<file path="src/rtl/core/asfap_pkg.sv">
// ============================================================================
// asfap_pkg
// Shared types, constants and helpers for the audio sample ring buffer with
// frame-timed packet output.
// ============================================================================
package asfap_pkg;

    // Buffer geometry
    localparam int BUFFER_DEPTH = 512;
    localparam int IDX_W        = $clog2(BUFFER_DEPTH);
    localparam int FILL_W       = $clog2(BUFFER_DEPTH + 1);

    // Number of all-zero pairs dropped after reset (the first ones seen)
    localparam logic [7:0] ZERO_SKIP = 8'd2;

    // Configuration reset values
    localparam logic [5:0] NOMINAL_LEN_RST = 6'd47;
    localparam logic [9:0] BACKLOG_RST     = 10'd141;

    // Configuration register indexes (byte address = 4 * index)
    localparam logic [1:0] CFG_MUTE    = 2'd0;
    localparam logic [1:0] CFG_NOMINAL = 2'd1;
    localparam logic [1:0] CFG_BACKLOG = 2'd2;

    // Request commands
    localparam logic [1:0] CMD_PAIR = 2'd0;
    localparam logic [1:0] CMD_TICK = 2'd1;
    localparam logic [1:0] CMD_STAT = 2'd2;

    // Result kinds
    localparam logic KIND_SAMPLE = 1'b0;
    localparam logic KIND_STATUS = 1'b1;

    typedef struct packed {
        logic [1:0]  cmd;
        logic [15:0] sample_first;
        logic [15:0] sample_second;
        logic        capture_on;
        logic        host_ready;
    } in_item_t;

    typedef struct packed {
        logic        kind;
        logic [15:0] sample;
        logic        last;
        logic [9:0]  fill_level;
        logic        overflow_seen;
        logic [15:0] underrun_count;
    } out_item_t;

    // Classified operation passed from front to back
    typedef enum logic [1:0] {
        OP_PAIR,
        OP_TICK,
        OP_STAT
    } op_code_t;

    typedef struct packed {
        op_code_t    code;
        logic        zero_pair;
        logic [15:0] first;
        logic [15:0] second;
    } op_t;

    typedef struct packed {
        logic       mute;
        logic [5:0] nominal_len;
        logic [9:0] backlog;
    } cfg_t;

    typedef enum logic [1:0] {
        BK_IDLE,
        BK_WR2,
        BK_PKT
    } bk_state_t;

    // Ring pointer advance with wrap at the buffer depth
    function automatic logic [IDX_W-1:0] ring_next(input logic [IDX_W-1:0] idx);
        logic [IDX_W-1:0] res;
        if (idx == IDX_W'(BUFFER_DEPTH - 1)) begin
            res = '0;
        end else begin
            res = idx + IDX_W'(1);
        end
        return res;
    endfunction

    // Fill count as reported (low 10 bits)
    function automatic logic [9:0] to_level(input logic [FILL_W-1:0] fill);
        logic [31:0] w;
        w = 32'(fill);
        return w[9:0];
    endfunction

endpackage

</file>
<file path="src/rtl/core/asfap_front.sv">
// ============================================================================
// asfap_front
// Request intake: accepts requests, drops those that have no effect and
// classifies the rest into operations for the back end.
// ============================================================================
module asfap_front (
    input  logic                s_valid,
    output logic                s_ready,
    input  asfap_pkg::in_item_t s_data,
    input  logic                q_full,
    output logic                q_push,
    output asfap_pkg::op_t      q_op
);

    logic keep;

    // Accept whenever the operation queue has room
    assign s_ready = !q_full;

    // Classify the request
    always_comb begin
        keep      = 1'b0;
        q_op.code = asfap_pkg::OP_PAIR;
        unique case (s_data.cmd)
            asfap_pkg::CMD_PAIR: begin
                keep      = s_data.capture_on;
                q_op.code = asfap_pkg::OP_PAIR;
            end
            asfap_pkg::CMD_TICK: begin
                keep      = s_data.host_ready;
                q_op.code = asfap_pkg::OP_TICK;
            end
            asfap_pkg::CMD_STAT: begin
                keep      = 1'b1;
                q_op.code = asfap_pkg::OP_STAT;
            end
            default: begin
                keep      = 1'b0;
                q_op.code = asfap_pkg::OP_PAIR;
            end
        endcase
        q_op.zero_pair = (s_data.sample_first == 16'd0) && (s_data.sample_second == 16'd0);
        q_op.first     = s_data.sample_first;
        q_op.second    = s_data.sample_second;
    end

    assign q_push = s_valid && s_ready && keep;

endmodule

</file>
<file path="config.mk">
export PLATFORM = sky130hd
export DESIGN_NAME = asfap_front
export DESIGN_NICKNAME = d
export VERILOG_FILES = /design/src/rtl/core/asfap_pkg.sv /design/src/rtl/core/asfap_front.sv
export SDC_FILE = /design/constraint.sdc
export NUM_CORES = 1
export LEC_CHECK = 0
export ABC_AREA = 1
export BUFFER_PORTS_ARGS = -buffer_cell sky130_fd_sc_hd__buf_2
export CORE_UTILIZATION = 24
export DETAILED_ROUTE_END_ITERATION = 7
export PLACE_DENSITY = 0.79
export SLEW_MARGIN = 20
export SYNTH_ARGS = -nofsm -noshare
export SYNTH_HDL_FRONTEND = slang
export SYNTH_SLANG_ARGS = --single-unit
</file>
<file path="constraint.sdc">
create_clock -name vclk -period 0.8
set_clock_uncertainty 0.15 [all_clocks]
set_input_delay 0.16 -clock vclk [all_inputs]
set_output_delay 0.16 -clock vclk [all_outputs]
set_load 0.01 [all_outputs]
</file>
**After elaboration in Yosys (flattened, before gate mapping)**

Cells that the tools add are included.

- Memory bits (writable): 0
- Memory bits (read-only): 0
- Bits of input ports: 38
- Bits in registers: 0
- Output and inout bits: 37
- Word-level logic and storage cells: 11
- Latch bits: 0
- Memories: 0

- Div/mod/pow operators: 0
- Multiplexer cells: 2
- Multiply operators: 0
- Order comparisons: 0
- Bitwise operators: 0
- Shift-type cells: 0
- Eq/ne operators: 2
- Reduce and logical (&&, ||, !) cells: 7
- Add/subtract/negate cells: 0

Operators by type and width:

| cell | count |
|---|---|
| 16-bit logical NOT | 2 |
| 2-bit case mux with 2 select lines | 1 |
| 1-bit logical AND | 3 |
| 1-bit case mux with 3 select lines | 1 |
| 2-bit by 1-bit == test with 1-bit output (second input constant) | 1 |
| 2-bit == test (second input constant) | 1 |
| 2-bit logical NOT | 1 |
| 1-bit logical NOT | 1 |

**Depth between registers and ports, before layout**

- Word-level depth: 3
- Gate-level depth with buffers: 5
- Depth with buffers taken out: 5

**Least setup slack after synthesis**

OpenSTA, ideal clock, no wires.

- Path kind: input port to output port
- From: input port s_data[34] (netlist name)
- To: output port q_push
- Slack: -121 ps
- Path buffers: 0
- Arrival: 611 ps
- Stages: 4
- Required time: 490 ps
- Cells stage by stage: inv_1 > nor2_2 > nand2_1 > a21oi_1

- Cells in the longest elaborated chain, start to end: 3
- Elaborated cells between the ends (all ways): 5

Ends and longest elaborated chain:

| element | line | RTL |
|---|---|---|
| start: declaration | asfap_front.sv:9 | `input asfap_pkg::in_item_t s_data,` |
| 2-bit == test (tied with other cells) | asfap_front.sv:24 | `unique case (s_data.cmd)` |
| 1-bit case mux with 3 select lines * | asfap_front.sv:24 |  |
| 1-bit logical AND * | asfap_front.sv:47 | `assign q_push = s_valid && s_ready && keep;` |
| end: declaration | asfap_front.sv:11 | `output logic q_push,` |

Every way passes the cells marked *; elsewhere a longest branch is shown, timed or not.

==> out/metrics.cfg <==
[outcome]
violations = negative setup slack
status = complete, but fails checks

[yosys]
ys_seq_area_frac = 0
synth_top_area_cell = buf_4
yosys_warnings = 0
syn_inst = 72
synth_area_leaders = buf_4 61%, nor2_1 21%, nand2_1 11%
syn_area_um2 = 395
ys_types = 7
synth_nets = 110
netlist.area_leader.share = 0.608
synth.avg_cell_area_um2 = 5.49

[die]
die-area_mm2 = 0.00181
coreArea_mm2 = 0.00152
rows = 14
ios = 75
start_util = 0.259
die_h_um = 42.6
die_w_um = 42.6

[placement]
gp_congestion = 0.752
hpwl_um = 947
io_buffers = 75
place_area_um2 = 587

[hold_path]
min_path_type = primary input to output port

[cells_and_area]
drive_gt1_frac = 0.828
fin_nets = 156
diodes = 0
regArea_um2 = 0
final_area_um2 = 759
final_cell_mix = 56 x buf_2, 17 x buf_6, 11 x nand2_1
clockBufferCount = 0
final_common_cell = buf_2
area_growth_pct = 92.1
flops_and_latches = 0

[critical_path]
critPathMaxFanout = 2
cp.arrival_ps = 790
crit_type = primary input to output port
worst_setup_path_start_kind = primary input
critPathRequiredTime_ps = 490
cp-end-kind = output port
cp_num_buf_inv = 2
cpLargestDelayFamily = simple AND/OR/NAND/NOR gates
path_cells = buf_2 > nor2_1 > nand2_1 > nor2_2 > nand2_1 > nor2_2 > buf_2
max_stage_delay_ps = 120
slowest_stage = buf_2

[timing]
slew_viol_final = 0
finalHoldViolCount = 0
tns_ps = -606
finalSetupViolCount = 3
worst_slack_ps = -304
worstMarginPinSlew_ps = 102
clock.fmax_mhz = 906
relSlewSlack = 0.932
holdWs_ps = 348
rsz0062_at_grt = yes
period_minus_slack_ps = 1100
fin_crit_sh = 1.38

[drt]
via_count = 551
initialDrtViolationCount = 6
drc = 0
vias_per_cell = 4.17
drt_wl_total_um = 1240
detail-route-antenna-nets = 0
wl_per_cell_um = 9.36
drtPass1Iterations = 4

[pwr]
ir_drop_mv = 0.231
p_leak_nw = 0.415
cellPowerDensity_mw_per_mm2 = 523
p_total_mw = 0.397

[global_route]
grt.overflow.total = 0
grt_max_degree = 4
grt_pass1_wl_um = 1540
grt_usage = 0.105
grt_pass1_vias = 434
antenna_found_initial = 0

[flow_run]
cap_violations = 0

cell families (layout without fill, tap and decap cells):
group | Yosys count | after routing | share of synthesized area
AOI/OAI and AO/OA | 2 | 2 | 0.0253
buffers and inverters | 35 | 79 | 0.636
and+or+nand+nor | 35 | 35 | 0.339
metal layers:
metal  part of all wire  up-vias  global-route usage
met5                  0        -                   0
met4                  0        0                   0
met3              0.086        0                   0
met2               0.65       41               0.268
met1               0.26      236              0.0821
li1                   -      274                   -
what timing repair did:
| item | in CTS | in global routing |
|---|---|---|
| pin swaps | 10 | 25 |
| gates resized for setup | 15 | 27 |
| setup buffers | 1 | 1 |
| setup endpoints to repair | 4 | 4 |
| hold buffers | 0 | 0 |
cell type report:
class              count  area [µm²]
repair buffers        76         509
fillers              151         764
well taps             16        20.0
inverters              3        16.3
multi-input cells     37         214
synthesized netlist by cell type:
master and number:
buf_4 32, nor2_1 22, nand2_1 12, inv_1 3, a21oi_1 1, nor2_2 1
o21ai_0 1
per-stage QoR:
step	cells	worst slack [ps]	utilization
4_1_cts	132	-331	0.429
5_1_grt	132	-377	0.498
3_3_place_gp	131	-330	0.385
2_1_floorplan	72	-78.8	-
6_report	132	-304	0.498
3_5_place_dp	131	-332	0.385
report_power, final:
group | internal, mW | leakage [nW] | total, mW | switching [mW]
clock | 0 | 0 | 0 | 0
combinational | 0.223 | 0.415 | 0.397 | 0.174
sequential | 0 | 0 | 0 | 0
path summary, 6_finish.rpt:
kind / startpoint / to / slack, ps / cells after the start
worst max-delay path: s_data[7] / q_op[32] / -300 / 7
worst min-delay path: s_data[6] / q_op[4] / 350 / 2
Note: power is estimated with default switching activity, not from simulation.
