File: src/rtl/core/asfap_pkg.sv
// ============================================================================
// asfap_pkg
// Shared types, constants and helpers for the audio sample ring buffer with
// frame-timed packet output.
// ============================================================================
package asfap_pkg;

    // Buffer geometry
    localparam int BUFFER_DEPTH = 512;
    localparam int IDX_W        = $clog2(BUFFER_DEPTH);
    localparam int FILL_W       = $clog2(BUFFER_DEPTH + 1);

    // Number of all-zero pairs dropped after reset (the first ones seen)
    localparam logic [7:0] ZERO_SKIP = 8'd2;

    // Configuration reset values
    localparam logic [5:0] NOMINAL_LEN_RST = 6'd47;
    localparam logic [9:0] BACKLOG_RST     = 10'd141;

    // Configuration register indexes (byte address = 4 * index)
    localparam logic [1:0] CFG_MUTE    = 2'd0;
    localparam logic [1:0] CFG_NOMINAL = 2'd1;
    localparam logic [1:0] CFG_BACKLOG = 2'd2;

    // Request commands
    localparam logic [1:0] CMD_PAIR = 2'd0;
    localparam logic [1:0] CMD_TICK = 2'd1;
    localparam logic [1:0] CMD_STAT = 2'd2;

    // Result kinds
    localparam logic KIND_SAMPLE = 1'b0;
    localparam logic KIND_STATUS = 1'b1;

    typedef struct packed {
        logic [1:0]  cmd;
        logic [15:0] sample_first;
        logic [15:0] sample_second;
        logic        capture_on;
        logic        host_ready;
    } in_item_t;

    typedef struct packed {
        logic        kind;
        logic [15:0] sample;
        logic        last;
        logic [9:0]  fill_level;
        logic        overflow_seen;
        logic [15:0] underrun_count;
    } out_item_t;

    // Classified operation passed from front to back
    typedef enum logic [1:0] {
        OP_PAIR,
        OP_TICK,
        OP_STAT
    } op_code_t;

    typedef struct packed {
        op_code_t    code;
        logic        zero_pair;
        logic [15:0] first;
        logic [15:0] second;
    } op_t;

    typedef struct packed {
        logic       mute;
        logic [5:0] nominal_len;
        logic [9:0] backlog;
    } cfg_t;

    typedef enum logic [1:0] {
        BK_IDLE,
        BK_WR2,
        BK_PKT
    } bk_state_t;

    // Ring pointer advance with wrap at the buffer depth
    function automatic logic [IDX_W-1:0] ring_next(input logic [IDX_W-1:0] idx);
        logic [IDX_W-1:0] res;
        if (idx == IDX_W'(BUFFER_DEPTH - 1)) begin
            res = '0;
        end else begin
            res = idx + IDX_W'(1);
        end
        return res;
    endfunction

    // Fill count as reported (low 10 bits)
    function automatic logic [9:0] to_level(input logic [FILL_W-1:0] fill);
        logic [31:0] w;
        w = 32'(fill);
        return w[9:0];
    endfunction

endpackage

File: src/rtl/core/asfap_cmd_queue.sv
// ============================================================================
// asfap_cmd_queue
// Two-entry operation queue between the intake and the buffer engine.
// ============================================================================
module asfap_cmd_queue (
    input  logic           aclk,
    input  logic           aresetn,
    input  logic           push,
    input  asfap_pkg::op_t push_op,
    output logic           full,
    output logic           valid,
    output asfap_pkg::op_t head,
    input  logic           pop
);

    asfap_pkg::op_t q0_reg;
    asfap_pkg::op_t q1_reg;
    logic [1:0]     cnt_reg;
    logic [1:0]     cnt_next;
    logic [1:0]     cnt_after_pop;
    logic           do_pop;

    assign valid  = (cnt_reg != 2'd0);
    assign full   = (cnt_reg == 2'd2);
    assign head   = q0_reg;
    assign do_pop = pop && valid;

    assign cnt_after_pop = cnt_reg - {1'b0, do_pop};
    assign cnt_next      = cnt_after_pop + {1'b0, push};

    // Occupancy
    always_ff @(posedge aclk) begin
        if (!aresetn) begin
            cnt_reg <= 2'd0;
        end else begin
            cnt_reg <= cnt_next;
        end
    end

    // Entries: shift on pop, write behind the remaining entries
    always_ff @(posedge aclk) begin
        if (push && (cnt_after_pop == 2'd0)) begin
            q0_reg <= push_op;
        end else if (do_pop) begin
            q0_reg <= q1_reg;
        end
        if (push && (cnt_after_pop != 2'd0)) begin
            q1_reg <= push_op;
        end
    end

endmodule

File: config.mk
export PLATFORM = sky130hd
export DESIGN_NAME = asfap_cmd_queue
export DESIGN_NICKNAME = d
export VERILOG_FILES = /design/src/rtl/core/asfap_pkg.sv /design/src/rtl/core/asfap_cmd_queue.sv
export SDC_FILE = /design/constraint.sdc
export NUM_CORES = 1
export LEC_CHECK = 0
export BUFFER_PORTS_ARGS = -buffer_cell sky130_fd_sc_hd__buf_2
export CORE_ASPECT_RATIO = 0.8
export CORE_MARGIN = 5
export CORE_UTILIZATION = 25
export CTS_BUF_LIST = sky130_fd_sc_hd__clkbuf_2 sky130_fd_sc_hd__clkbuf_4 sky130_fd_sc_hd__clkbuf_8
export CTS_CLUSTER_SIZE = 12
export DETAILED_ROUTE_END_ITERATION = 8
export PLACE_DENSITY = 0.49
export SETUP_SLACK_MARGIN = 0.1
export SLEW_MARGIN = 20
export SYNTH_ARGS = -nofsm -noshare
export SYNTH_HDL_FRONTEND = slang
export SYNTH_SLANG_ARGS = --single-unit
File: constraint.sdc
create_clock -name aclk -period 2.85 [get_ports aclk]
set_input_delay 0.285 -clock aclk [delete_from_list [all_inputs] [get_ports aclk]]
set_output_delay 0.285 -clock aclk [all_outputs]
set_load 0.03 [all_outputs]
# --- After elaboration in Yosys (flattened, before gate mapping) ---
# Cells that the tools add are included.
classes:
  add_sub_neg: 2
  mul: 0
  div_mod_pow: 0
  n_lt_le_gt_ge: 0
  n_eq_ne: 1
  shift: 0
  muxes: 2
  bitwise_logic: 0
  reduce_logical: 7
ops:
  columns: ["op", "n"]
  rows:
  - ["$mux W35", 2]
  - ["$reduce_bool A2 Y1", 3]
  - ["$logic_and A1 B1 Y1", 3]
  - ["$add A2 B1 Y2", 1]
  - ["$eq A2 B2 Y1 const B", 1]
  - ["$logic_not A2 Y1", 1]
  - ["$sub A2 B1 Y2", 1]
totals:
  ff_bits: 72
  latch_bits: 0
  ram_bits: 0
  romBits: 0
  output_inout_bits: 37
  elab_cells: 21
  mem_count: 0

# --- Depth between registers and ports, before layout ---
# Gate-level depths: netlist of run 1.
logic_depth:
  word_depth: 6
  ltp_mapped: 6
  depth_no_buf: 6

# --- Worst setup path after synthesis of run 1 ---
# No wires, ideal clock.
synth_path:
  path_type: "reg2reg"
  start: "register cnt_reg[1]"
  end: "register q0_reg, in the netlist head[0], enable pin"
  arrival_ps: 2025
  t_required_ps: 2452
  setup_slack_ps: 427
  path_stages_with_launch: 7
  path_buffers: 2
  period_less_slack_ps: 2423
  path_cell_list: "dfxtp_1 > o21a_1 > ha_1 > nand3b_4 > buf_6 > buf_12 > nand2b_1"
synth_via:
  elab_chain_len: 6
synth_lines:
  columns: ["item", "line_no", "source"]
  rows:
  - ["start: declaration", "asfap_cmd_queue.sv:18", "logic [1:0] cnt_reg;"]
  - ["start signal: assignment", "asfap_cmd_queue.sv:36", "cnt_reg <= cnt_next;"]
  - ["$reduce_bool A2 Y1", "asfap_cmd_queue.sv:23", "assign valid = (cnt_reg != 2'd0);"]
  - ["$logic_and A1 B1 Y1", "asfap_cmd_queue.sv:26", "assign do_pop = pop && valid;"]
  - ["$sub A2 B1 Y2", "asfap_cmd_queue.sv:28", "assign cnt_after_pop = cnt_reg - {1'b0, do_pop};"]
  - ["$logic_not A2 Y1", "asfap_cmd_queue.sv:42", "if (push && (cnt_after_pop == 2'd0)) begin"]
  - ["$logic_and A1 B1 Y1", "asfap_cmd_queue.sv:42", null]
  - ["$reduce_bool A2 Y1 (no line) *", null, null]
  - ["end signal: assignment", "asfap_cmd_queue.sv:43", "q0_reg <= push_op;"]
  - ["end signal: assignment", "asfap_cmd_queue.sv:45", "q0_reg <= q1_reg;"]
  - ["end: declaration", "asfap_cmd_queue.sv:16", "asfap_pkg::op_t q0_reg;"]
# Mark *: on every way between the ends. The rest lies on a longest branch, timed or not.
# A chain may end at the register's enable or synchronous reset.

# --- Final worst setup path of run 1 ---
layout_path:
  start: "register cnt_reg[1]"
  end: "register q0_reg, in the netlist head[27], data pin"
layout_via:
  elab_chain_len: 6
layout_lines:
  columns: ["item", "line_no"]
  rows:
  - ["$reduce_bool A2 Y1", "asfap_cmd_queue.sv:23"]
  - ["$logic_and A1 B1 Y1", "asfap_cmd_queue.sv:26"]
  - ["$sub A2 B1 Y2 *", "asfap_cmd_queue.sv:28"]
  - ["$logic_not A2 Y1 *", "asfap_cmd_queue.sv:42"]
  - ["$logic_and A1 B1 Y1 *", "asfap_cmd_queue.sv:42"]
  - ["$mux W35 *", "asfap_cmd_queue.sv:42"]
# Marked as above.

==> results of run 1 <==
## report_power, final
| part | internal (mW) | total [mW] | switching [mW] |
|---|---|---|---|
| clock | 0.402 | 0.786 | 0.384 |
| sequential | 1.73 | 1.84 | 0.103 |
| combinational | 0.686 | 1.78 | 1.09 |
## cell usage in the layout (no fill, tap or decap)
master / netlist / routed
inv_6: 0 / 1
buf_12: 3 / 2
ha_1: 2 / 2
buf_4: 0 / 1
clkbuf_8: 0 / 9
o21a_2: 0 / 1
and2_1: 1 / 1
mux2_2: 6 / 6
nand2b_2: 0 / 1
inv_1: 2 / 2
xnor3_1: 1 / 1
nor2b_1: 2 / 2
clkinv_1: 0 / 1
nand3b_4: 1 / 1
dfxtp_1: 2 / 2
buf_2: 0 / 75
o21a_1: 2 / 1
or2_2: 1 / 1
clkinv_2: 0 / 1
clkinvlp_4: 0 / 3
bufinv_16: 0 / 1
edfxtp_1: 70 / 70
mux2_4: 29 / 29
## layout make-up
cell class / instances / area (um^2) / area share [%]
multi-input cells: 46 / 621 / 17.4
well taps: 144 / 180 / 5.05
repair buffers: 78 / 423 / 11.9
inverters: 2 / 7.51 / 0.210
flip-flops and latches: 72 / 2140 / 60.0
clock buffers: 9 / 124 / 3.47
clock inverters: 7 / 70.1 / 1.96
## kinds of logic after synthesis
kind of cell / count (synthesis) / share of synthesized area, %
DFF: 72 / 75.5
and+or+nand+nor: 6 / 1.81
buffers and inverters: 6 / 2.78
adders and majority gates: 2 / 0.882
AOI/OAI and AO/OA: 2 / 0.529
xor gates and xnor gates: 1 / 0.794
muxes: 35 / 17.7
## worst register-to-register path, stage by stage (launching register included)
cell      delay [ns]
dfxtp_1         0.35
o21a_1          0.21
ha_1            0.32
nand3b_4        0.30
buf_4           0.42
mux2_2          0.39
## routing by layer
metal  up-vias  track usage, %
met5         -               0
li1        651               -
met1       662            10.1
met3         8            3.74
met2        58            12.2
met4         0            3.82
## worst max path at each step
| stage | from | to | slack [ns] | depth (start not counted) |
|---|---|---|---|---|
| finish | cnt_reg[1]$_SDFF_PN0_ | head[27]$_DFFE_PP_ | 0.62 | 5 |
| global route | cnt_reg[1]$_SDFF_PN0_ | head[27]$_DFFE_PP_ | 0.50 | 5 |
| CTS | cnt_reg[1]$_SDFF_PN0_ | head[27]$_DFFE_PP_ | 0.58 | 5 |
| detailed placement | cnt_reg[1]$_SDFF_PN0_ | head[27]$_DFFE_PP_ | 0.59 | 5 |
| global placement | cnt_reg[1]$_SDFF_PN0_ | head[27]$_DFFE_PP_ | 0.63 | 5 |
| floorplan | cnt_reg[1]$_SDFF_PN0_ | head[0]$_DFFE_PP_ | 0.43 | 6 |
## metrics by stage
| step | setup WS [ns] | util [%] | instances |
|---|---|---|---|
| 2_1_floorplan | 0.427 | - | 124 |
| 3_3_place_gp | 0.632 | 30.7 | 342 |
| 3_5_place_dp | 0.588 | 30.7 | 342 |
| 4_1_cts | 0.579 | 32.5 | 358 |
| 5_1_grt | 0.502 | 32.5 | 358 |
| 6_report | 0.619 | 32.5 | 358 |
==> results.ini, run 1 <==
[outcome]
outcome = finished clean

[timing]
final.min_clock_period_ns = 2.23
setup_violations = 0
whs_ns = 0.132
skew_ns = 0.00457
slew_viol_final = 0
fmax_mhz = 448
tightestPinTransition_ns = 0.417
setup-tns-final_ns = 0
rsz0062_at_grt = false
hold_viol_final = 0
fin_crit_sh_pct = 78.3
relSlewSlack_pct = 72.2

[logic_synthesis]
syn_area_um2 = 2840
synth_area_leaders = edfxtp_1 (74%), mux2_4 (15%), mux2_2 (2.4%)
synth_top_area_cell = edfxtp_1
synth_edf_count = 70
netlist_top_cells_count = edfxtp_1 (70), mux2_4 (29), mux2_2 (6)
synthFlopType = edfxtp_1
async_reset_ff_share_pct = 0
synth.most_common_cell = edfxtp_1
synthesis.nets = 165
yosysUniqueCellTypes = 15
avgSynthCellArea_um2 = 22.9
yosys_warnings = 0
synth_seq_area_share_pct = 75.5
syn_inst = 124
yosysTopAreaCellShare_pct = 74.1
yosys_register_bits = 72

[detailed_routing]
wl_met3_um = 417
dr.max_layer_used = met4
dr.pass1.iters = 4
wire_per_inst_um = 14.7
vias = 1379
postRouteAntennaNets = 0
drtIter0Drc = 76
drc = 0
detail_route.vias_per_cell = 3.85
drt-total-wl_mm = 5.26
wl_met2_mm = 2.36
wl_met1_mm = 2.40

[clock_network]
clk_latency_ns = 0.34
cts_buffer_depth = 2
htree_levels = 3
post_cts_buffers = 0
numCtsBuffers = 9
cts_tree = built
cts_root_buf = clkbuf_8
cts.sinks = 72
clk_pin_slew_ns = 0.08
ctsHoldBuffers = 0
cts_resized = 0

[job]
max_cap_viol_count = 0

[setup_path]
path_max_fanout = 20
reg2regPathDepth = 5
crit_path_top_delay_cell = buf_4
crit_chain = o21a_1 -> ha_1 -> nand3b_4 -> buf_4 -> mux2_2
worstSetupPathType = flip-flop to flip-flop
critPathLaunchType = flip-flop
reg2reg_from = cnt_reg[1]$_SDFF_PN0_
cp.required_ns = 2.95
reg2reg_to = head[27]$_DFFE_PP_
path_buf_inv = 1
arrival_ns = 2.33
cpLargestDelayFamily = buffers and inverters
ff2ff_setup_slack_ns = 0.62
end_kind = flip-flop
cp_slowest_stage_delay_ns = 0.42

[final_layout]
num_antenna_cells = 0
final_nets = 250
finalInstanceArea_um2 = 3570
nFillCells = 1085
drive_above_1_share_pct = 61.7
area.growth.synth_to_final_pct = 25.7

[grt]
grt_pass1_vias = 1526
grt_pass1_wl_mm = 8.36
grt_overflow = 0
grt_max_degree = 26
grt_usage_pct = 8.21
antenna_found_initial = 0

[floorplan]
coreArea_um2 = 11000
boundaryPins = 76
dieArea_um2 = 13600
die_h_um = 105
initial_core_util_pct = 25.9
chipWidth_um = 129
rows = 34

[placed_design]
globalplace.congestion = 0.695
numPortBuffers = 75
dpl.hpwl_mm = 3.62
place_area_um2 = 3370

[pwr]
cellLeakagePower_nw = 1.44
powerDensity_nw_per_um2 = 1230
peakVddDrop_uv = 377
power_mw = 4.40

[min_path]
hold_start = push_op[19]
whs_path_depth = 1
min_to = q1_reg[19]$_DFFE_PP_
min_path_type = input pin to flip-flop

(Power assumes the default switching activity.)
==> run 2: changes to the inputs <==
--- a/config.mk
+++ b/config.mk
@@ -12,7 +12,7 @@
 export CTS_BUF_LIST = sky130_fd_sc_hd__clkbuf_2 sky130_fd_sc_hd__clkbuf_4 sky130_fd_sc_hd__clkbuf_8
 export CTS_CLUSTER_SIZE = 12
 export DETAILED_ROUTE_END_ITERATION = 8
-export PLACE_DENSITY = 0.49
+export PLACE_DENSITY = 0.5
 export SETUP_SLACK_MARGIN = 0.1
 export SLEW_MARGIN = 20
 export SYNTH_ARGS = -nofsm -noshare
==> constraint.sdc (replaced) <==
create_clock -name aclk -period 1.89 [get_ports aclk]
set_input_delay 0.189 -clock aclk [delete_from_list [all_inputs] [get_ports aclk]]
set_output_delay 0.189 -clock aclk [all_outputs]
set_load 0.03 [all_outputs]
==> run 2 against run 1 <==
Global-route usage shrank 0.53 points. Non-clock buffer count grew 5. Combinational power grew 60%. First-iteration DRC count shrank 21%. Clock-buffer cell count grew 1. Largest cell class unchanged. Hold slack lost 0.11 ns. Clock power grew 34%. Fmax grew 27%. Critical path type unchanged. Power grew 51%. Design area grew 1.7%. Clock skew grew 0.0012 ns. Critical path depth is the same.
==> results.ini, run 2 (synthesized netlist as in run 1, its figures left out) <==
[grt]
antenna_found_initial = 1  ; +1
grt_pass1_vias = 1473  ; -3.5%
grt_pass1_wl_mm = 7.62  ; -8.8%
grt_usage_pct = 7.68  ; -0.53 points
grt_max_degree = 23  ; -12%
grt_overflow = 0  ; unchanged

[timing]
final.min_clock_period_ns = 1.75  ; -0.478 ns
rsz0062_at_grt = true
setup-tns-final_ns = 0  ; unchanged
relSlewSlack_pct = 85.9  ; +14 points
tightestPinTransition_ns = 0.212  ; -0.206 ns
skew_ns = 0.00574  ; +0.00117 ns
setup_violations = 0  ; unchanged
fmax_mhz = 570  ; +27%
slew_viol_final = 0  ; unchanged
hold_viol_final = 0  ; unchanged
fin_crit_sh_pct = 92.8  ; +14 points

[min_path]
min_path_type = input pin to flip-flop
whs_path_depth = 1  ; unchanged

[final_layout]
mostFrequentLayoutCells = buf_2 (75), edfxtp_1 (70), mux2_4 (29), clkbuf_8 (9), mux2_2 (6)
mostFrequentLayoutCell = buf_2
final_nets = 255  ; +2.0%
num_antenna_cells = 0  ; unchanged
finish.utilization_pct = 33.1  ; +0.56 points
area.growth.synth_to_final_pct = 27.9
drive_above_1_share_pct = 62.6  ; +0.87 points

[clock_network]
cts.sinks = 72  ; unchanged
clk_latency_ns = 0.35  ; about the same
cts_tree = built
clk_pin_slew_ns = 0.07  ; about the same
htree_levels = 3  ; unchanged
numCtsBuffers = 9  ; unchanged
post_cts_buffers = 0  ; unchanged
cts_buffer_depth = 2  ; unchanged
cts_root_buf = clkbuf_8

[floorplan]
die_h_um = 105  ; unchanged
dieArea_um2 = 13600  ; unchanged
initial_core_util_pct = 25.9  ; unchanged
boundaryPins = 76  ; unchanged
coreArea_um2 = 11000  ; unchanged
chipWidth_um = 129  ; unchanged
rows = 34  ; unchanged

[setup_path]
end_kind = flip-flop
cp_num_cells = 5  ; unchanged
arrival_ns = 1.85  ; -0.48 ns
crit_path_top_delay_cell = mux2_2
critPathLaunchType = flip-flop
crit_chain = o21a_1 -> ha_4 -> nand3b_4 -> buf_12 -> mux2_2
worstSetupPathType = flip-flop to flip-flop
cp_slowest_stage_delay_ns = 0.35  ; -0.07 ns
cp.required_ns = 1.99  ; -0.96 ns
cpLargestDelayFamily = multiplexers
reg2regPathDepth = 5  ; unchanged
path_max_fanout = 21  ; +5.0%
path_buf_inv = 1  ; unchanged

[detailed_routing]
vias = 1391  ; +0.87%
drtIter0Drc = 60  ; -21%
drc = 0  ; unchanged
wire_per_inst_um = 14.1  ; -4.1%
drt-total-wl_mm = 5.12  ; -2.7%
dr.pass1.iters = 3  ; -1
postRouteAntennaNets = 0  ; unchanged
detail_route.vias_per_cell = 3.83  ; -0.52%

[placed_design]
globalplace.congestion = 0.648  ; -6.7%
numPortBuffers = 75  ; unchanged
dpl.hpwl_mm = 3.72  ; +3.0%

[pwr]
peakVddDrop_uv = 820  ; +120%
cellLeakagePower_nw = 1.47  ; +2.0%
powerDensity_nw_per_um2 = 1830  ; +49%

[outcome]
outcome = finished clean

[job]
max_cap_viol_count = 0  ; unchanged

[run 2: cell types whose count changed in the layout (fill, tap and decap cells not counted), moves of 2 or more]
cell,before,now
dfxtp_1,2,0
buf_12,2,4
dlygate4sd3_1,0,2
dfxtp_2,0,2
[run 2: cell type report]
cell class | instances | area (um^2)
Multi-Input combinational cell | 46 | 638
Inverter | 2 | 7.51
Clock buffer | 10 | 131
Tap cell | 144 | 180
Timing Repair Buffer | 83 | 490
Fill cell | 1077 | 7350
Sequential cell | 72 | 2140
Clock inverter | 6 | 36.3
[run 2: worst reg2reg max path: cells and delay by family, from the launching register on]
kind	cells	cell delay [ns]
flops	1	0.33
buf+inv	1	0.20
mux	1	0.35
simple gates	1	0.12
fa+ha+maj	1	0.27
compound gates	1	0.23
[run 2: worst paths after layout]
check | startpoint | slack, ns | to
worst max-delay path | cnt_reg[0]$_SDFF_PN0_ | 0.14 | head[32]$_DFFE_PP_
worst min-delay path | push_op[0] | 0.03 | q1_reg[0]$_DFFE_PP_
worst max register to register | cnt_reg[0]$_SDFF_PN0_ | 0.14 | head[32]$_DFFE_PP_
worst min register to register | q1_reg[7]$_DFFE_PP_ | 0.54 | head[7]$_DFFE_PP_
[run 2: per-stage QoR]
| stage | hold WS, ns | setup slack, ns | instances | instance area [um^2] | power, mW |
|---|---|---|---|---|---|
| after floorplan | 0.288 | 0.0974 | 124 | 2870 | 4.95 |
| after global placement | 0.382 | 0.176 | 345 | 3440 | 5.68 |
| after detailed placement | 0.384 | 0.133 | 345 | 3440 | 5.71 |
| after CTS | 0.00273 | 0.125 | 361 | 3610 | 6.78 |
| after global routing | 0.00221 | 0.0804 | 363 | 3630 | 7.01 |
| final | 0.0252 | 0.136 | 363 | 3630 | 6.66 |
[run 2: per-layer routing]
metal	global-route usage, %	up-vias	wire, um
li1	-	663	-
met1	9.65	660	2280
met2	10.3	56	2200
met3	5.06	10	524
met4	3.15	2	94
met5	0	-	20
[run 2: power by group]
part	switching, mW	internal [mW]
Clock	0.572	0.481
Combinational	1.67	1.17
Sequential	0.149	2.61
[run 2: timing repair]
item	in CTS	in global routing
hold buffers	0	2
endpoints found under the setup margin	0	2
hold endpoints to repair	0	2
gates resized for setup	0	0
==> run 3: changes to the inputs <==
--- a/config.mk
+++ b/config.mk
@@ -12,9 +12,10 @@
 export CTS_BUF_LIST = sky130_fd_sc_hd__clkbuf_2 sky130_fd_sc_hd__clkbuf_4 sky130_fd_sc_hd__clkbuf_8
 export CTS_CLUSTER_SIZE = 12
 export DETAILED_ROUTE_END_ITERATION = 8
+export MAX_ROUTING_LAYER = met4
 export PLACE_DENSITY = 0.5
 export SETUP_SLACK_MARGIN = 0.1
-export SLEW_MARGIN = 20
+export SLEW_MARGIN = 0
 export SYNTH_ARGS = -nofsm -noshare
 export SYNTH_HDL_FRONTEND = slang
 export SYNTH_SLANG_ARGS = --single-unit
==> run 3 against run 2 <==
Sequential share of layout area is 0.12 points higher. Hold slack better by 0.0062 ns. Clock skew is 0.0015 ns higher. Design area is 0.21% lower.
==> results.ini, run 3 (synthesized netlist as in run 1, its figures left out) <==
[final_layout]
area.growth.synth_to_final_pct = 27.6
mostFrequentLayoutCells = buf_2 (75), edfxtp_1 (70), mux2_4 (29), clkbuf_8 (9), mux2_2 (6)
drive_above_1_share_pct = 62.8  ; +0.29 points
fin_cells = 363  ; unchanged
finish.utilization_pct = 33.0  ; -0.068 points
mostFrequentLayoutCell = buf_2
final_nets = 254  ; -0.39%

[placed_design]
dpl.hpwl_mm = 3.72  ; unchanged
globalplace.congestion = 0.654  ; +0.86%
place_ws_ns = 0.133  ; unchanged
numPortBuffers = 75  ; unchanged
dpl.cell_count = 345  ; unchanged

[floorplan]
boundaryPins = 76  ; unchanged
dieArea_um2 = 13600  ; unchanged
coreArea_um2 = 11000  ; unchanged
rows = 34  ; unchanged
die_h_um = 105  ; unchanged
initial_core_util_pct = 25.9  ; unchanged
chipWidth_um = 129  ; unchanged

[min_path]
min_path_type = input pin to flip-flop

[detailed_routing]
postRouteAntennaNets = 0  ; unchanged
dr.pass1.iters = 3  ; unchanged
drc = 0  ; unchanged
wire_per_inst_um = 14.0  ; -0.57%
vias = 1376  ; -1.1%
drt-total-wl_mm = 5.09  ; -0.57%
detail_route.vias_per_cell = 3.79  ; -1.1%
drtIter0Drc = 70  ; +17%

[job]
max_cap_viol_count = 0  ; unchanged

[timing]
slew_viol_final = 0  ; unchanged
hold_viol_final = 0  ; unchanged
whs_ns = 0.0313  ; +0.00616 ns
fin_crit_sh_pct = 92.8  ; about the same
skew_ns = 0.00723  ; +0.00149 ns
final.min_clock_period_ns = 1.75  ; -0.000380 ns
relSlewSlack_pct = 85.9  ; about the same
rsz0062_at_grt = true
fmax_mhz = 570  ; about the same
setup_violations = 0  ; unchanged
tightestPinTransition_ns = 0.212  ; +0.000108 ns
setup-tns-final_ns = 0  ; unchanged
setup_ws_ns = 0.137  ; +0.000380 ns

[clock_network]
cts_tree = built
htree_levels = 3  ; unchanged
clk_latency_ns = 0.35  ; about the same
cts_buffer_depth = 2  ; unchanged
post_cts_buffers = 0  ; unchanged
cts_root_buf = clkbuf_8
numCtsBuffers = 9  ; unchanged
clk_pin_slew_ns = 0.08  ; about the same
cts_resized = 0  ; unchanged
cts.sinks = 72  ; unchanged

[setup_path]
critPathLaunchType = flip-flop
cp.required_ns = 1.99  ; about the same
end_kind = flip-flop
path_max_fanout = 21  ; unchanged
worstSetupPathType = flip-flop to flip-flop
arrival_ns = 1.85  ; about the same

[grt]
grt_overflow = 0  ; unchanged
grt_pass1_vias = 1468  ; -0.34%
grt_usage_pct = 7.86  ; +0.18 points
grt_max_degree = 23  ; unchanged
antenna_found_initial = 1  ; unchanged
grt_pass1_wl_mm = 7.62  ; about the same

[pwr]
cellLeakagePower_nw = 1.47  ; -0.28%
powerDensity_nw_per_um2 = 1840  ; +0.18%
peakVddDrop_uv = 821  ; about the same

[outcome]
outcome = finished clean

## run 3: changes by cell type in the layout (fill, tap and decap cells not counted)
cell           change
diode_2            +1
dlygate4sd3_1      -1
## run 3: final timing paths
check / to / cells after the start / startpoint / slack (ns)
max: head[32]$_DFFE_PP_ / 5 / cnt_reg[0]$_SDFF_PN0_ / 0.14
min: q1_reg[0]$_DFFE_PP_ / 1 / push_op[0] / 0.03
max reg2reg: head[32]$_DFFE_PP_ / 5 / cnt_reg[0]$_SDFF_PN0_ / 0.14
min reg2reg: head[7]$_DFFE_PP_ / 1 / q1_reg[7]$_DFFE_PP_ / 0.54
## run 3: where the power goes
part / internal (mW) / switching, mW / total (mW) / leakage (nW)
Clock: 0.482 / 0.571 / 1.05 / 0.0808
Sequential: 2.61 / 0.150 / 2.76 / 0.682
Combinational: 1.17 / 1.67 / 2.84 / 0.705
Total: 4.26 / 2.39 / 6.66 / 1.47
## run 3: timing repair
item | 4_1_cts | 5_1_grt
endpoints found under the hold margin | 0 | 1
endpoints found under the setup margin | 0 | 2
hold buffers | 0 | 1
## run 3: metrics by stage
stage          instance area, um^2  power, mW
2_1_floorplan                 2870       4.95
3_3_place_gp                  3440       5.68
3_5_place_dp                  3440       5.71
4_1_cts                       3610       6.78
5_1_grt                       3620       7.01
6_report                      3620       6.66
## run 3: area by class of cell
cell class | instances | area [um^2]
fillers | 1077 | 7350
flip-flops and latches | 72 | 2140
multi-input cells | 46 | 638
repair buffers | 82 | 480
well taps | 144 | 180
clock buffers | 10 | 131
clock inverters | 6 | 36.3
inverters | 2 | 7.51
diodes | 1 | 2.50
## run 3: metal layers
metal  routed length (um)  vias to the layer above  global-route usage (%)  share of wire (%)
li1                     -                      662                       -                  -
met1                 2380                      648                    9.77                 47
met2                 2150                       57                    10.3                 42
met3                  482                        9                    4.65                9.5
met4                   75                        0                    3.15                1.5
met5                    0                        -                       -                  0
## run 3: critical path, cell delays in order, from the launching register on
cell and delay [ns]:
dfxtp_2 0.33, o21a_1 0.23, ha_4 0.27, nand3b_4 0.12
buf_12 0.20, mux2_2 0.35
